--- src/hw/rtl/pbop_pkg.sv ---
// Shared types and constants for the packet buffer ownership pool.
// No dependencies; imported by every module of the block.
package pbop_pkg;

    localparam int OP_W        = 3;
    localparam int ID_FIELD_W  = 3;
    localparam int LEN_W       = 12;
    localparam int S_TDATA_W   = 24;
    localparam int M_TDATA_W   = 32;

    typedef enum logic [OP_W-1:0] {
        OP_CLAIM_RX = 3'd0,
        OP_CLAIM_FREE = 3'd1,
        OP_START_TX = 3'd2,
        OP_FREE = 3'd3,
        OP_RX_DONE = 3'd4,
        OP_TX_DONE = 3'd5
    } op_t;

    typedef enum logic [1:0] {
        OWN_FREE  = 2'd0,
        OWN_HW    = 2'd1,
        OWN_CPU   = 2'd2,
        OWN_VALID = 2'd3
    } own_t;

    typedef enum logic [1:0] {
        ST_OK     = 2'd0,
        ST_NOBUF  = 2'd1,
        ST_TXBUSY = 2'd2,
        ST_NOTCPU = 2'd3
    } status_t;

    typedef enum logic [1:0] {
        S_IDLE,
        S_LOOK,
        S_SCAN,
        S_DONE
    } state_t;

    // Result of one item, as handed from the sequencer to the output register.
    typedef struct packed {
        logic                  tx_active;
        logic [LEN_W-1:0]      tx_length;
        logic [ID_FIELD_W-1:0] tx_source_id;
        logic                  rx_armed;
        logic [ID_FIELD_W-1:0] rx_target_id;
        logic [ID_FIELD_W-1:0] granted_id;
        status_t               status;
    } result_t;

endpackage

--- src/hw/rtl/pbop_owner_mem.sv ---
// Ownership table: one 2-bit owner code per buffer, one write and one
// registered read per cycle. Per-entry valid bits give the reset contents.
// Depends on pbop_pkg.
module pbop_owner_mem
    import pbop_pkg::*;
#(
    parameter int NUM_BUFFERS = 8
) (
    input  logic                           aclk,
    input  logic                           aresetn,
    input  logic                           rd_en,
    input  logic [$clog2(NUM_BUFFERS)-1:0] rd_addr,
    output own_t                           rd_data,
    input  logic                           wr_en,
    input  logic [$clog2(NUM_BUFFERS)-1:0] wr_addr,
    input  own_t                           wr_data
);

    localparam int ID_W = $clog2(NUM_BUFFERS);

    own_t                   owner_reg [NUM_BUFFERS];
    logic [NUM_BUFFERS-1:0] valid_reg;
    own_t                   rd_data_reg;

    always_ff @(posedge aclk) begin
        if (!aresetn) begin
            valid_reg <= '0;
        end else if (wr_en) begin
            valid_reg[wr_addr] <= 1'b1;
        end
    end

    always_ff @(posedge aclk) begin
        if (wr_en) begin
            owner_reg[wr_addr] <= wr_data;
        end
    end

    // Entry 0 comes out of reset as the receive target, the rest free.
    always_ff @(posedge aclk) begin
        if (rd_en) begin
            if (valid_reg[rd_addr]) begin
                rd_data_reg <= owner_reg[rd_addr];
            end else if (rd_addr == ID_W'(0)) begin
                rd_data_reg <= OWN_HW;
            end else begin
                rd_data_reg <= OWN_FREE;
            end
        end
    end

    assign rd_data = rd_data_reg;

endmodule

--- src/hw/rtl/pbop_ctrl.sv ---
// Operation sequencer: decodes one item, scans the ownership table one entry
// a cycle, updates receive/transmit state. Depends on pbop_pkg, pbop_owner_mem.
module pbop_ctrl
    import pbop_pkg::*;
#(
    parameter int NUM_BUFFERS  = 8,
    parameter int BUFFER_BYTES = 2048
) (
    input  logic                  aclk,
    input  logic                  aresetn,
    input  logic                  start,
    input  logic [OP_W-1:0]       start_op,
    input  logic [ID_FIELD_W-1:0] start_id,
    input  logic [LEN_W-1:0]      start_len,
    output logic                  idle,
    output logic                  res_valid,
    input  logic                  res_ready,
    output result_t               res
);

    localparam int ID_W  = $clog2(NUM_BUFFERS);
    localparam int CNT_W = $clog2(NUM_BUFFERS + 1);

    state_t           state_reg, state_next;
    op_t              op_reg, op_next;
    logic [ID_W-1:0]  id_reg, id_next;
    logic [LEN_W-1:0] len_reg, len_next;
    logic [ID_W-1:0]  idx_reg, idx_next;
    logic [CNT_W-1:0] issue_cnt_reg, issue_cnt_next;
    logic             pend_reg, pend_next;
    logic             pend_last_reg, pend_last_next;
    logic [ID_W-1:0]  pend_idx_reg, pend_idx_next;
    logic [ID_W-1:0]  last_claimed_reg, last_claimed_next;
    logic [ID_W-1:0]  rx_current_reg, rx_current_next;
    logic             rx_armed_reg, rx_armed_next;
    logic [ID_W-1:0]  tx_current_reg, tx_current_next;
    logic             tx_busy_reg, tx_busy_next;
    logic [LEN_W-1:0] tx_length_reg, tx_length_next;
    status_t          status_reg, status_next;
    logic [ID_W-1:0]  granted_reg, granted_next;

    logic             rd_en;
    logic [ID_W-1:0]  rd_addr;
    own_t             rd_data;
    logic             wr_en;
    logic [ID_W-1:0]  wr_addr;
    own_t             wr_data;
    own_t             scan_target;
    logic             in_range;

    pbop_owner_mem #(
        .NUM_BUFFERS(NUM_BUFFERS)
    ) u_owner_mem (
        .aclk    (aclk),
        .aresetn (aresetn),
        .rd_en   (rd_en),
        .rd_addr (rd_addr),
        .rd_data (rd_data),
        .wr_en   (wr_en),
        .wr_addr (wr_addr),
        .wr_data (wr_data)
    );

    function automatic logic [ID_W-1:0] next_idx(input logic [ID_W-1:0] i);
        return (i == ID_W'(NUM_BUFFERS - 1)) ? '0 : i + ID_W'(1);
    endfunction

    assign in_range    = (32'(start_id) < NUM_BUFFERS);
    assign scan_target = (op_reg == OP_CLAIM_RX) ? OWN_VALID : OWN_FREE;

    always_ff @(posedge aclk) begin
        if (!aresetn) begin
            state_reg        <= S_IDLE;
            pend_reg         <= 1'b0;
            pend_last_reg    <= 1'b0;
            last_claimed_reg <= '0;
            rx_current_reg   <= '0;
            rx_armed_reg     <= 1'b1;
            tx_current_reg   <= '0;
            tx_busy_reg      <= 1'b0;
            tx_length_reg    <= '0;
        end else begin
            state_reg        <= state_next;
            pend_reg         <= pend_next;
            pend_last_reg    <= pend_last_next;
            last_claimed_reg <= last_claimed_next;
            rx_current_reg   <= rx_current_next;
            rx_armed_reg     <= rx_armed_next;
            tx_current_reg   <= tx_current_next;
            tx_busy_reg      <= tx_busy_next;
            tx_length_reg    <= tx_length_next;
        end
    end

    always_ff @(posedge aclk) begin
        op_reg        <= op_next;
        id_reg        <= id_next;
        len_reg       <= len_next;
        idx_reg       <= idx_next;
        issue_cnt_reg <= issue_cnt_next;
        pend_idx_reg  <= pend_idx_next;
        status_reg    <= status_next;
        granted_reg   <= granted_next;
    end

    always_comb begin
        state_next        = state_reg;
        op_next           = op_reg;
        id_next           = id_reg;
        len_next          = len_reg;
        idx_next          = idx_reg;
        issue_cnt_next    = issue_cnt_reg;
        pend_next         = 1'b0;
        pend_last_next    = 1'b0;
        pend_idx_next     = pend_idx_reg;
        last_claimed_next = last_claimed_reg;
        rx_current_next   = rx_current_reg;
        rx_armed_next     = rx_armed_reg;
        tx_current_next   = tx_current_reg;
        tx_busy_next      = tx_busy_reg;
        tx_length_next    = tx_length_reg;
        status_next       = status_reg;
        granted_next      = granted_reg;
        rd_en             = 1'b0;
        rd_addr           = idx_reg;
        wr_en             = 1'b0;
        wr_addr           = id_reg;
        wr_data           = OWN_FREE;
        idle              = 1'b0;
        res_valid         = 1'b0;

        unique case (state_reg)
            S_IDLE: begin
                idle = 1'b1;
                if (start) begin
                    op_next        = op_t'(start_op);
                    id_next        = ID_W'(start_id);
                    len_next       = (32'(start_len) > BUFFER_BYTES) ?
                                     LEN_W'(BUFFER_BYTES) : start_len;
                    issue_cnt_next = '0;
                    status_next    = ST_OK;
                    granted_next   = '0;
                    state_next     = S_DONE;
                    rd_addr        = ID_W'(start_id);
                    unique case (start_op)
                        OP_CLAIM_RX: begin
                            idx_next   = next_idx(last_claimed_reg);
                            state_next = S_SCAN;
                        end
                        OP_CLAIM_FREE: begin
                            idx_next   = '0;
                            state_next = S_SCAN;
                        end
                        OP_START_TX: begin
                            if (tx_busy_reg) begin
                                status_next = ST_TXBUSY;
                            end else if (!in_range) begin
                                status_next = ST_NOTCPU;
                            end else begin
                                rd_en      = 1'b1;
                                state_next = S_LOOK;
                            end
                        end
                        OP_FREE: begin
                            if (in_range) begin
                                rd_en      = 1'b1;
                                state_next = S_LOOK;
                            end
                        end
                        OP_RX_DONE: begin
                            if (!rx_armed_reg) begin
                                status_next = ST_NOBUF;
                            end else begin
                                // filled buffer becomes valid, then hunt a free one
                                wr_en         = 1'b1;
                                wr_addr       = rx_current_reg;
                                wr_data       = OWN_VALID;
                                rx_armed_next = 1'b0;
                                idx_next      = next_idx(rx_current_reg);
                                state_next    = S_SCAN;
                            end
                        end
                        OP_TX_DONE: begin
                            if (tx_busy_reg) begin
                                tx_busy_next = 1'b0;
                                wr_en        = 1'b1;
                                wr_addr      = tx_current_reg;
                                if (rx_armed_reg) begin
                                    wr_data = OWN_FREE;
                                end else begin
                                    wr_data         = OWN_HW;
                                    rx_current_next = tx_current_reg;
                                    rx_armed_next   = 1'b1;
                                end
                            end
                        end
                        default: begin
                        end
                    endcase
                end
            end

            S_LOOK: begin
                state_next = S_DONE;
                if (op_reg == OP_START_TX) begin
                    if (rd_data == OWN_CPU) begin
                        wr_en           = 1'b1;
                        wr_data         = OWN_HW;
                        tx_current_next = id_reg;
                        tx_length_next  = len_reg;
                        tx_busy_next    = 1'b1;
                    end else begin
                        status_next = ST_NOTCPU;
                    end
                end else if (rd_data == OWN_CPU) begin
                    // free; re-arms a starved receiver
                    wr_en = 1'b1;
                    if (rx_armed_reg) begin
                        wr_data = OWN_FREE;
                    end else begin
                        wr_data         = OWN_HW;
                        rx_current_next = id_reg;
                        rx_armed_next   = 1'b1;
                    end
                end
            end

            S_SCAN: begin
                // read issue runs one entry ahead of the compare
                if (issue_cnt_reg != CNT_W'(NUM_BUFFERS)) begin
                    rd_en          = 1'b1;
                    rd_addr        = idx_reg;
                    idx_next       = next_idx(idx_reg);
                    issue_cnt_next = issue_cnt_reg + CNT_W'(1);
                    pend_next      = 1'b1;
                    pend_last_next = (issue_cnt_reg == CNT_W'(NUM_BUFFERS - 1));
                    pend_idx_next  = idx_reg;
                end
                if (pend_reg && rd_data == scan_target) begin
                    pend_next   = 1'b0;
                    wr_en       = 1'b1;
                    wr_addr     = pend_idx_reg;
                    status_next = ST_OK;
                    state_next  = S_DONE;
                    if (op_reg == OP_RX_DONE) begin
                        wr_data         = OWN_HW;
                        rx_current_next = pend_idx_reg;
                        rx_armed_next   = 1'b1;
                    end else begin
                        wr_data      = OWN_CPU;
                        granted_next = pend_idx_reg;
                        if (op_reg == OP_CLAIM_RX) begin
                            last_claimed_next = pend_idx_reg;
                        end
                    end
                end else if (pend_reg && pend_last_reg) begin
                    pend_next   = 1'b0;
                    status_next = ST_NOBUF;
                    state_next  = S_DONE;
                end
            end

            S_DONE: begin
                res_valid = 1'b1;
                if (res_ready) begin
                    state_next = S_IDLE;
                end
            end

            default: begin
                state_next = S_IDLE;
            end
        endcase
    end

    always_comb begin
        res.status       = status_reg;
        res.granted_id   = ID_FIELD_W'(granted_reg);
        res.rx_target_id = ID_FIELD_W'(rx_current_reg);
        res.rx_armed     = rx_armed_reg;
        res.tx_source_id = ID_FIELD_W'(tx_current_reg);
        res.tx_length    = tx_length_reg;
        res.tx_active    = tx_busy_reg;
    end

endmodule

--- src/hw/rtl/packet_buffer_ownership_pool.sv ---
// Packet buffer ownership pool, top level: stream ports and result register.
// Depends on pbop_pkg, pbop_ctrl (which holds pbop_owner_mem).
//
// Usage:
//   Slave channel s_*: one item per operation (claim rx packet, claim free,
//   start tx, free, rx done, tx done). Master channel m_*: exactly one result
//   item per input item, in order, showing status, the granted buffer and the
//   receive/transmit state after the operation.
//   The owner table has one registered read port, and every search walks it
//   one entry a cycle. Claims and rx done search the table; start tx and free
//   read the named entry unless refused at once; the rest need no read.
//   One item is in work at a time: s_tready is high only while the sequencer
//   is idle, so a new item is taken only once the last result has left it.
//   The result sits in an output register; the next item is accepted while
//   it waits. If the receiver stalls, the following result waits inside the
//   sequencer and s_tready stays low until the register drains.
//   Reset (aresetn low, synchronous): buffer 0 is the receive target and
//   armed, all other buffers free, transmitter idle, no result pending.
//   Nothing needs clearing after reset; the block is ready at once.
module packet_buffer_ownership_pool
    import pbop_pkg::*;
#(
    parameter int NUM_BUFFERS  = 8,
    parameter int BUFFER_BYTES = 2048
) (
    input  logic                 aclk,
    input  logic                 aresetn,
    input  logic                 s_tvalid,
    output logic                 s_tready,
    // [2:0] operation, [5:3] buffer_id, [17:6] frame_length, rest zero
    input  logic [S_TDATA_W-1:0] s_tdata,
    output logic                 m_tvalid,
    input  logic                 m_tready,
    // [1:0] status, [4:2] granted_id, [7:5] rx_target_id, [8] rx_armed,
    // [11:9] tx_source_id, [23:12] tx_length_out, [24] tx_active, rest zero
    output logic [M_TDATA_W-1:0] m_tdata
);

    logic                 ctrl_idle;
    logic                 res_valid;
    logic                 res_ready;
    result_t              res;
    logic                 m_tvalid_reg, m_tvalid_next;
    logic [M_TDATA_W-1:0] m_tdata_reg, m_tdata_next;

    pbop_ctrl #(
        .NUM_BUFFERS  (NUM_BUFFERS),
        .BUFFER_BYTES (BUFFER_BYTES)
    ) u_ctrl (
        .aclk      (aclk),
        .aresetn   (aresetn),
        .start     (s_tvalid && s_tready),
        .start_op  (s_tdata[2:0]),
        .start_id  (s_tdata[5:3]),
        .start_len (s_tdata[17:6]),
        .idle      (ctrl_idle),
        .res_valid (res_valid),
        .res_ready (res_ready),
        .res       (res)
    );

    assign s_tready  = ctrl_idle;
    // output register frees up in the same cycle it is taken
    assign res_ready = !m_tvalid_reg || m_tready;

    always_comb begin
        m_tvalid_next = m_tvalid_reg;
        m_tdata_next  = m_tdata_reg;
        if (m_tvalid_reg && m_tready) begin
            m_tvalid_next = 1'b0;
        end
        if (res_valid && res_ready) begin
            m_tvalid_next = 1'b1;
            m_tdata_next  = M_TDATA_W'(res);
        end
    end

    always_ff @(posedge aclk) begin
        if (!aresetn) begin
            m_tvalid_reg <= 1'b0;
        end else begin
            m_tvalid_reg <= m_tvalid_next;
        end
    end

    always_ff @(posedge aclk) begin
        m_tdata_reg <= m_tdata_next;
    end

    assign m_tvalid = m_tvalid_reg;
    assign m_tdata  = m_tdata_reg;

endmodule

--- config.mk ---
export PLATFORM = sky130hd
export DESIGN_NAME = packet_buffer_ownership_pool
export DESIGN_NICKNAME = d
export VERILOG_FILES = /design/src/hw/rtl/pbop_pkg.sv /design/src/hw/rtl/pbop_owner_mem.sv /design/src/hw/rtl/pbop_ctrl.sv /design/src/hw/rtl/packet_buffer_ownership_pool.sv
export SDC_FILE = /design/constraint.sdc
export NUM_CORES = 1
export LEC_CHECK = 0
export BUFFER_PORTS_ARGS = -buffer_cell sky130_fd_sc_hd__clkbuf_2
export CAP_MARGIN = 0
export CORE_UTILIZATION = 62
export CTS_CLUSTER_DIAMETER = 200
export DETAILED_ROUTE_END_ITERATION = 8
export GPL_ROUTABILITY_DRIVEN = 0
export GPL_TIMING_DRIVEN = 0
export PLACE_DENSITY = 0.89
export SYNTH_ARGS = -nofsm -noshare
export SYNTH_HDL_FRONTEND = slang
export SYNTH_SLANG_ARGS = --single-unit
--- constraint.sdc ---
create_clock -name aclk -period 4.6 [get_ports aclk]
set_input_delay 0.69 -clock aclk [delete_from_list [all_inputs] [get_ports aclk]]
set_output_delay 0.69 -clock aclk [all_outputs]
set_load 0.02 [all_outputs]
[Yosys cells after proc, flatten, opt, wreduce, memory -nomap -nowiden]
Memory sizes are Yosys's and may differ from the RTL's.
Index checks and enable logic that the tools add are counted.
Operators by class
  order comparisons: 4
  bitwise operators: 4
  div/mod/pow operators: 0
  add/subtract/negate cells: 4
  shifts and indexed selects: 0
  multipliers: 0
  multiplexer cells: 96
  equality and inequality tests: 35
  reductions and logical operators: 31
Operators by type and width (count)
  $mux W3: 23
  $mux W2: 19
  $mux W1: 30
  $pmux W3 S2: 4
  $eq A3 B3 Y1 const B: 6
  $pmux W3 S3: 2
  $pmux W2 S4: 2
  $reduce_and A5 Y1: 3
  $ne A2 B1 Y1 const B: 7
  $gt A12 B12 Y1 const B: 1
  $ne A2 B2 Y1 const B: 6
  $pmux W2 S3: 2
  $reduce_and A3 Y1: 4
  $pmux W1 S2: 5
  $add A3 B1 Y3 const B: 3
  $eq A3 B2 Y1 const B: 3
  $logic_not A3 Y1: 3
  $reduce_and A9 Y1: 1
  $lt A3 B4 Y1 const B: 2
  $mux W4: 2
  $ne A4 B4 Y1 const B: 2
  $or A8 B8 Y8: 1
  $pmux W2 S2: 2
  $pmux W4 S2: 1
  25 further kinds: 40
Word-level totals
  output and inout port bits: 34
  ROM bits: 0
  memories kept: 1
  bits in writable memories: 16
  bits in registers: 96
  input bits: 28
  word-level logic and storage cells: 196
  latch bits: 0
Memory list
  u_ctrl.u_owner_mem.owner_reg: depth 8, width 2, rd ports 1, clocked after Yosys merged registers in 0, write ports 1, line pbop_owner_mem.sv:21  | own_t owner_reg [NUM_BUFFERS];

[Depth between registers and ports, before layout]
  depth in word-level cells: 11
  gate-level depth with buffers: 8
  gate-level depth less buffers: 7

[By module]
Synthesis repeated with hierarchy kept, for this count alone.
Second synthesis, totals
  cell total of the unflattened synthesis: 405
  area total of the unflattened synthesis: 4984.8 µm²
Modules (own cells, without submodules)
  pbop_ctrl: area an instance 3084.2 µm², instances 1, cells each 303, seq. area each 1531.5 µm²
  pbop_owner_mem: area an instance 1029.7 µm², instances 1, cells each 63, seq. area each 700.7 µm²
  packet_buffer_ownership_pool: area an instance 870.8 µm², instances 1, cells each 39, seq. area each 770.7 µm²

[Worst setup path before layout]
Ideal clock, no wire load.
  path kind: register to register
  from: register u_ctrl.state_reg[0]
  to: register u_ctrl.u_owner_mem.rd_data_reg[0], in the netlist u_ctrl.u_owner_mem.rd_data[0] (data pin)
  data required time: 4335 ps
  cell stages (with the launch flop): 8
  clock period less this slack: 2649 ps
  setup time: 265 ps
  slack: 1951 ps
  data arrival time: 2384 ps
  path buffers: 0
  cells stage by stage: dfxtp_1 inv_1 ha_1 nand2_2 mux2i_1 mux4_1 a21oi_1 o211ai_1
Between the ends
  word-level cells in the longest chain between the ends: 8
  elaborated cells between the ends (all ways): 11
  classes of those cells: mux: 7; reduce/logical: 3; memory: 1
RTL lines
  from (decl): line pbop_ctrl.sv:24  | state_t state_reg, state_next;
  from (signal assigned): line pbop_ctrl.sv:83  | state_reg <= state_next;
  $logic_not A2 Y1 (*): line pbop_ctrl.sv:132  | unique case (state_reg)
  $mux W1 (*): line pbop_ctrl.sv:132
  named net s_tready: line packet_buffer_ownership_pool.sv:29  | output logic s_tready,
  $logic_and A1 B1 Y1 (*): line packet_buffer_ownership_pool.sv:52  | .start (s_tvalid && s_tready),
  $mux W3 (*): line pbop_ctrl.sv:135  | if (start) begin
  $mux W3 (*)
  $bmux W1 S3 or $logic_not A3 Y1 (tied branches): line pbop_owner_mem.sv:42, pbop_owner_mem.sv:44
  $mux W1 (on tied branches): line pbop_owner_mem.sv:42, pbop_owner_mem.sv:44
  $mux W2 (*): line pbop_owner_mem.sv:42  | if (valid_reg[rd_addr]) begin
  to (signal assigned): line pbop_owner_mem.sv:43  | rd_data_reg <= owner_reg[rd_addr];
  to (decl): line pbop_owner_mem.sv:23  | own_t rd_data_reg;
Mark *: on every way through the listed nets, which the timed path passes. The rest lies on a longest branch. The select of a mux whose other input is x is not followed.
A chain may end at the register's enable or synchronous reset.

[Worst setup path after layout]
  from: register u_ctrl.state_reg[0]
  to: register u_ctrl.u_owner_mem.rd_data_reg[0], in the netlist u_ctrl.u_owner_mem.rd_data[0] (data pin)
Between the ends
  word-level cells in the longest chain between the ends: 8
  elaborated cells between the ends (all ways): 11
  classes of those cells: mux: 7; reduce/logical: 3; memory: 1
RTL lines (line)
  $logic_not A2 Y1 (*): pbop_ctrl.sv:132
  $mux W1: pbop_ctrl.sv:132
  $logic_and A1 B1 Y1: packet_buffer_ownership_pool.sv:52
  $mux W3: pbop_ctrl.sv:135
  $mux W3 (*)
  $bmux W1 S3 or $logic_not A3 Y1 (tied branches): pbop_owner_mem.sv:42, pbop_owner_mem.sv:44
  $mux W1 (on tied branches): pbop_owner_mem.sv:42, pbop_owner_mem.sv:44
  $mux W2 (*): pbop_owner_mem.sv:42
Mark *: on every way between the ends. The rest lies on a longest branch, timed or not. The select of a mux whose other input is x is not followed.

==> metrics.yaml <==
ir_drop_mv: 0.382
internal-power_mw: 1.88
grtUsageTotal: 0.278
netSwitchingFraction: 0.367
powerDensity_mw_per_mm2: 525
cts.sinks: 112
combPwrFrac: 0.326
wl_met1_mm: 4.21
cts_setup_buffers: 0
worst_slack_ps: 1640
drt-vias-per-instance: 6.21
highest_layer: "met4"
hp-class: "reg -> reg"
clock_latency_ps: 380
tightest_slew_ps: 888
cp_max_fo: 8
synth_common_cells: "edfxtp_1 (76), nand2_1 (54), dfxtp_1 (36)"
slew_headroom: 0.391
io_buffers: 48
avgSynthCellArea_um2: 11.7
slowest_stage: "mux2i_1"
seqPwrFrac: 0.480
preCtsSetupSlack_ps: 1630
ys_seq_area_frac: 0.595
tns_ps: 0
largest_reg_flops: 25
synth_edf_count: 76
drt_iter0_markers: 401
antenna_found_initial: 0
p_clk_frac: 0.194
yosysTopAreaCellShare: 0.452
synth.distinct_cells: 62
p_leak_nw: 2.17
holdBufCountCts: 0
place_inst: 587
max_freq_mhz: 338
post-dp-hpwl_mm: 7.96
dpl_cell_area_mm2: 0.00546
yosysMostFrequentCell: "edfxtp_1"
drv_slew: 0
drtPass1Iterations: 5
synth_ff_type: "edfxtp_1"
synth_area_leader_cell: "edfxtp_1"
max_cap_violations: 0
crit_type: "reg -> reg"
period_minus_slack_ps: 2960
die_h_um: 92.3
synth_warnings: 0
skew_ps: 10.8
grt_pass1_wl_mm: 17.9
syn_area_mm2: 0.00505
setup_violations: 0
drive_gt1_frac: 0.194
finalWirelength_mm: 10.9
num_vias: 3744
path_clk_slew_ps: 110
fin_crit_sh: 0.644
fin_area_mm2: 0.00566
numCtsBuffers: 9
switchingPower_mw: 1.09
dieArea_mm2: 0.00851
core_mm2: 0.00781
rows: 32
cts_buffer_depth: 2
synth_cells: 430
cts_tree: "yes"
n_fill_cell: 560
ys_ff_latch: 112
status: "completed"
areaGrowthSynthToFinish_pct: 12.0
grt_pass1_vias: 3602
wire_per_inst_um: 18.2
ys_async_sr_fraction: 0
gr-total-overflow: 0
dr_wl_met2_mm: 5.60
whs_path_depth: 0
cp.required_ps: 4720
critPathArrivalTime_ps: 3080
final_nets: 537
die_w_um: 92.3
crit_chain: "inv_1 -> ha_1 -> nand2_2 -> mux2i_1 -> mux4_1 -> a21oi_1 -> o211ai_1"
initial_core_util: 0.647
ctsResizeCount: 0
fin_cells: 603
drc_errors: 0
htreeDepth: 3
crit_path_end_kind: "flop"
route.met3.wl_um: 949
grt_max_degree: 21
start_kind: "flop"
root_buffer: "clkbuf_8"
pin_count: 62
ant_nets: 0
cpPeakStageDelay_ps: 770
rsz0062_at_grt: "false"
hold_viol_final: 0
synth_area_leaders: "edfxtp_1 (45%), dfxtp_1 (14%), nand2_1 (4.0%)"
rr_worst_depth: 7
antenna_cells: 0
per-layer routing:
metal | track usage | vias to the layer above
li1 | - | 1702
met1 | 0.351 | 1787
met2 | 0.471 | 234
met3 | 0.0614 | 21
met4 | 0.103 | 0
met5 | 0 | -
path summary, 6_finish.rpt:
| check | start | end | slack (ps) |
|---|---|---|---|
| worst max-delay path | u_ctrl.state_reg[0]$_SDFFE_PN0P_ | u_ctrl.u_owner_mem.rd_data[0]$_DFFE_PP_ | 1640 |
| worst min-delay path | u_ctrl.granted_reg[2]$_SDFFCE_PN0P_ | m_tdata[4]$_DFFE_PP_ | 430 |
| worst max register to register | u_ctrl.state_reg[0]$_SDFFE_PN0P_ | u_ctrl.u_owner_mem.rd_data[0]$_DFFE_PP_ | 1640 |
| worst min register to register | u_ctrl.granted_reg[2]$_SDFFCE_PN0P_ | m_tdata[4]$_DFFE_PP_ | 430 |
layout by cell type (no fill, tap or decap), types with 3 or more instances in the layout:
cell,Yosys,final
a21o_1,6,6
a21oi_1,34,34
a22oi_1,4,4
a31oi_1,3,3
and2_1,5,5
buf_4,7,7
clkbuf_1,17,17
clkbuf_2,0,48
clkbuf_8,0,10
conb_1,1,7
dfxtp_1,36,36
edfxtp_1,76,76
ha_1,13,13
inv_1,18,18
inv_8,0,3
mux2_2,7,7
mux2i_1,15,15
mux4_2,3,3
nand2_1,54,54
nand2b_1,5,5
nand3_1,9,9
nand4_1,3,3
nor2_1,20,20
nor2b_1,17,16
nor3_1,4,4
nor4_1,4,4
o211ai_1,8,8
o21ai_0,13,13
o41ai_1,4,4
metrics by stage:
| stage | power (mW) | utilization | hold slack [ps] |
|---|---|---|---|
| 2_1_floorplan | 2.10 | - | 400 |
| 3_3_place_gp | 2.33 | 0.697 | 404 |
| 3_5_place_dp | 2.38 | 0.699 | 406 |
| 4_1_cts | 2.95 | 0.724 | 433 |
| 5_1_grt | 3.11 | 0.724 | 440 |
| 6_report | 2.97 | 0.724 | 432 |
layout make-up:
type / count / area [um2] / area share
clock inverter: 6 / 60.1 / 0.0106
sequential: 112 / 3000 / 0.531
tap: 102 / 128 / 0.0226
clock buffer: 10 / 138 / 0.0243
buffer: 25 / 121 / 0.0215
multi-input combinational: 280 / 1880 / 0.332
timing repair buffer: 49 / 255 / 0.0451
inverter: 19 / 71.3 / 0.0126
power groups by stage:
| stage | Combinational, mW | Clock [mW] | Sequential [mW] |
|---|---|---|---|
| floorplan | 0.676 | 0 | 1.43 |
| global placement | 0.892 | 0 | 1.43 |
| detailed placement | 0.939 | 0 | 1.44 |
| CTS | 0.952 | 0.580 | 1.42 |
| global route | 1.05 | 0.611 | 1.44 |
| finish | 0.969 | 0.576 | 1.42 |
worst max-delay path: cells and delay by family, from the launching register on:
| kind | cells | cell delay [ps] |
|---|---|---|
| buffers and inverters | 1 | 90 |
| AND/OR/NAND/NOR | 1 | 180 |
| AO/OA/AOI/OAI | 2 | 270 |
| flip-flops | 1 | 420 |
| adder cells (fa/ha/maj) | 1 | 270 |
| multiplexers | 2 | 1470 |
logic make-up (layout without fill, tap and decap cells):
group | count (synthesis) | count (layout) | share of synthesized area
fa+ha+maj | 13 | 13 | 0.0322
xor+xnor | 3 | 3 | 0.00520
other cells | 1 | 7 | 0.000743
compound gates | 94 | 94 | 0.128
simple gates | 136 | 136 | 0.134
buf+inv | 44 | 109 | 0.0382
mux | 27 | 27 | 0.0669
flops | 112 | 112 | 0.595
Note: power is estimated with default switching activity, not from simulation.
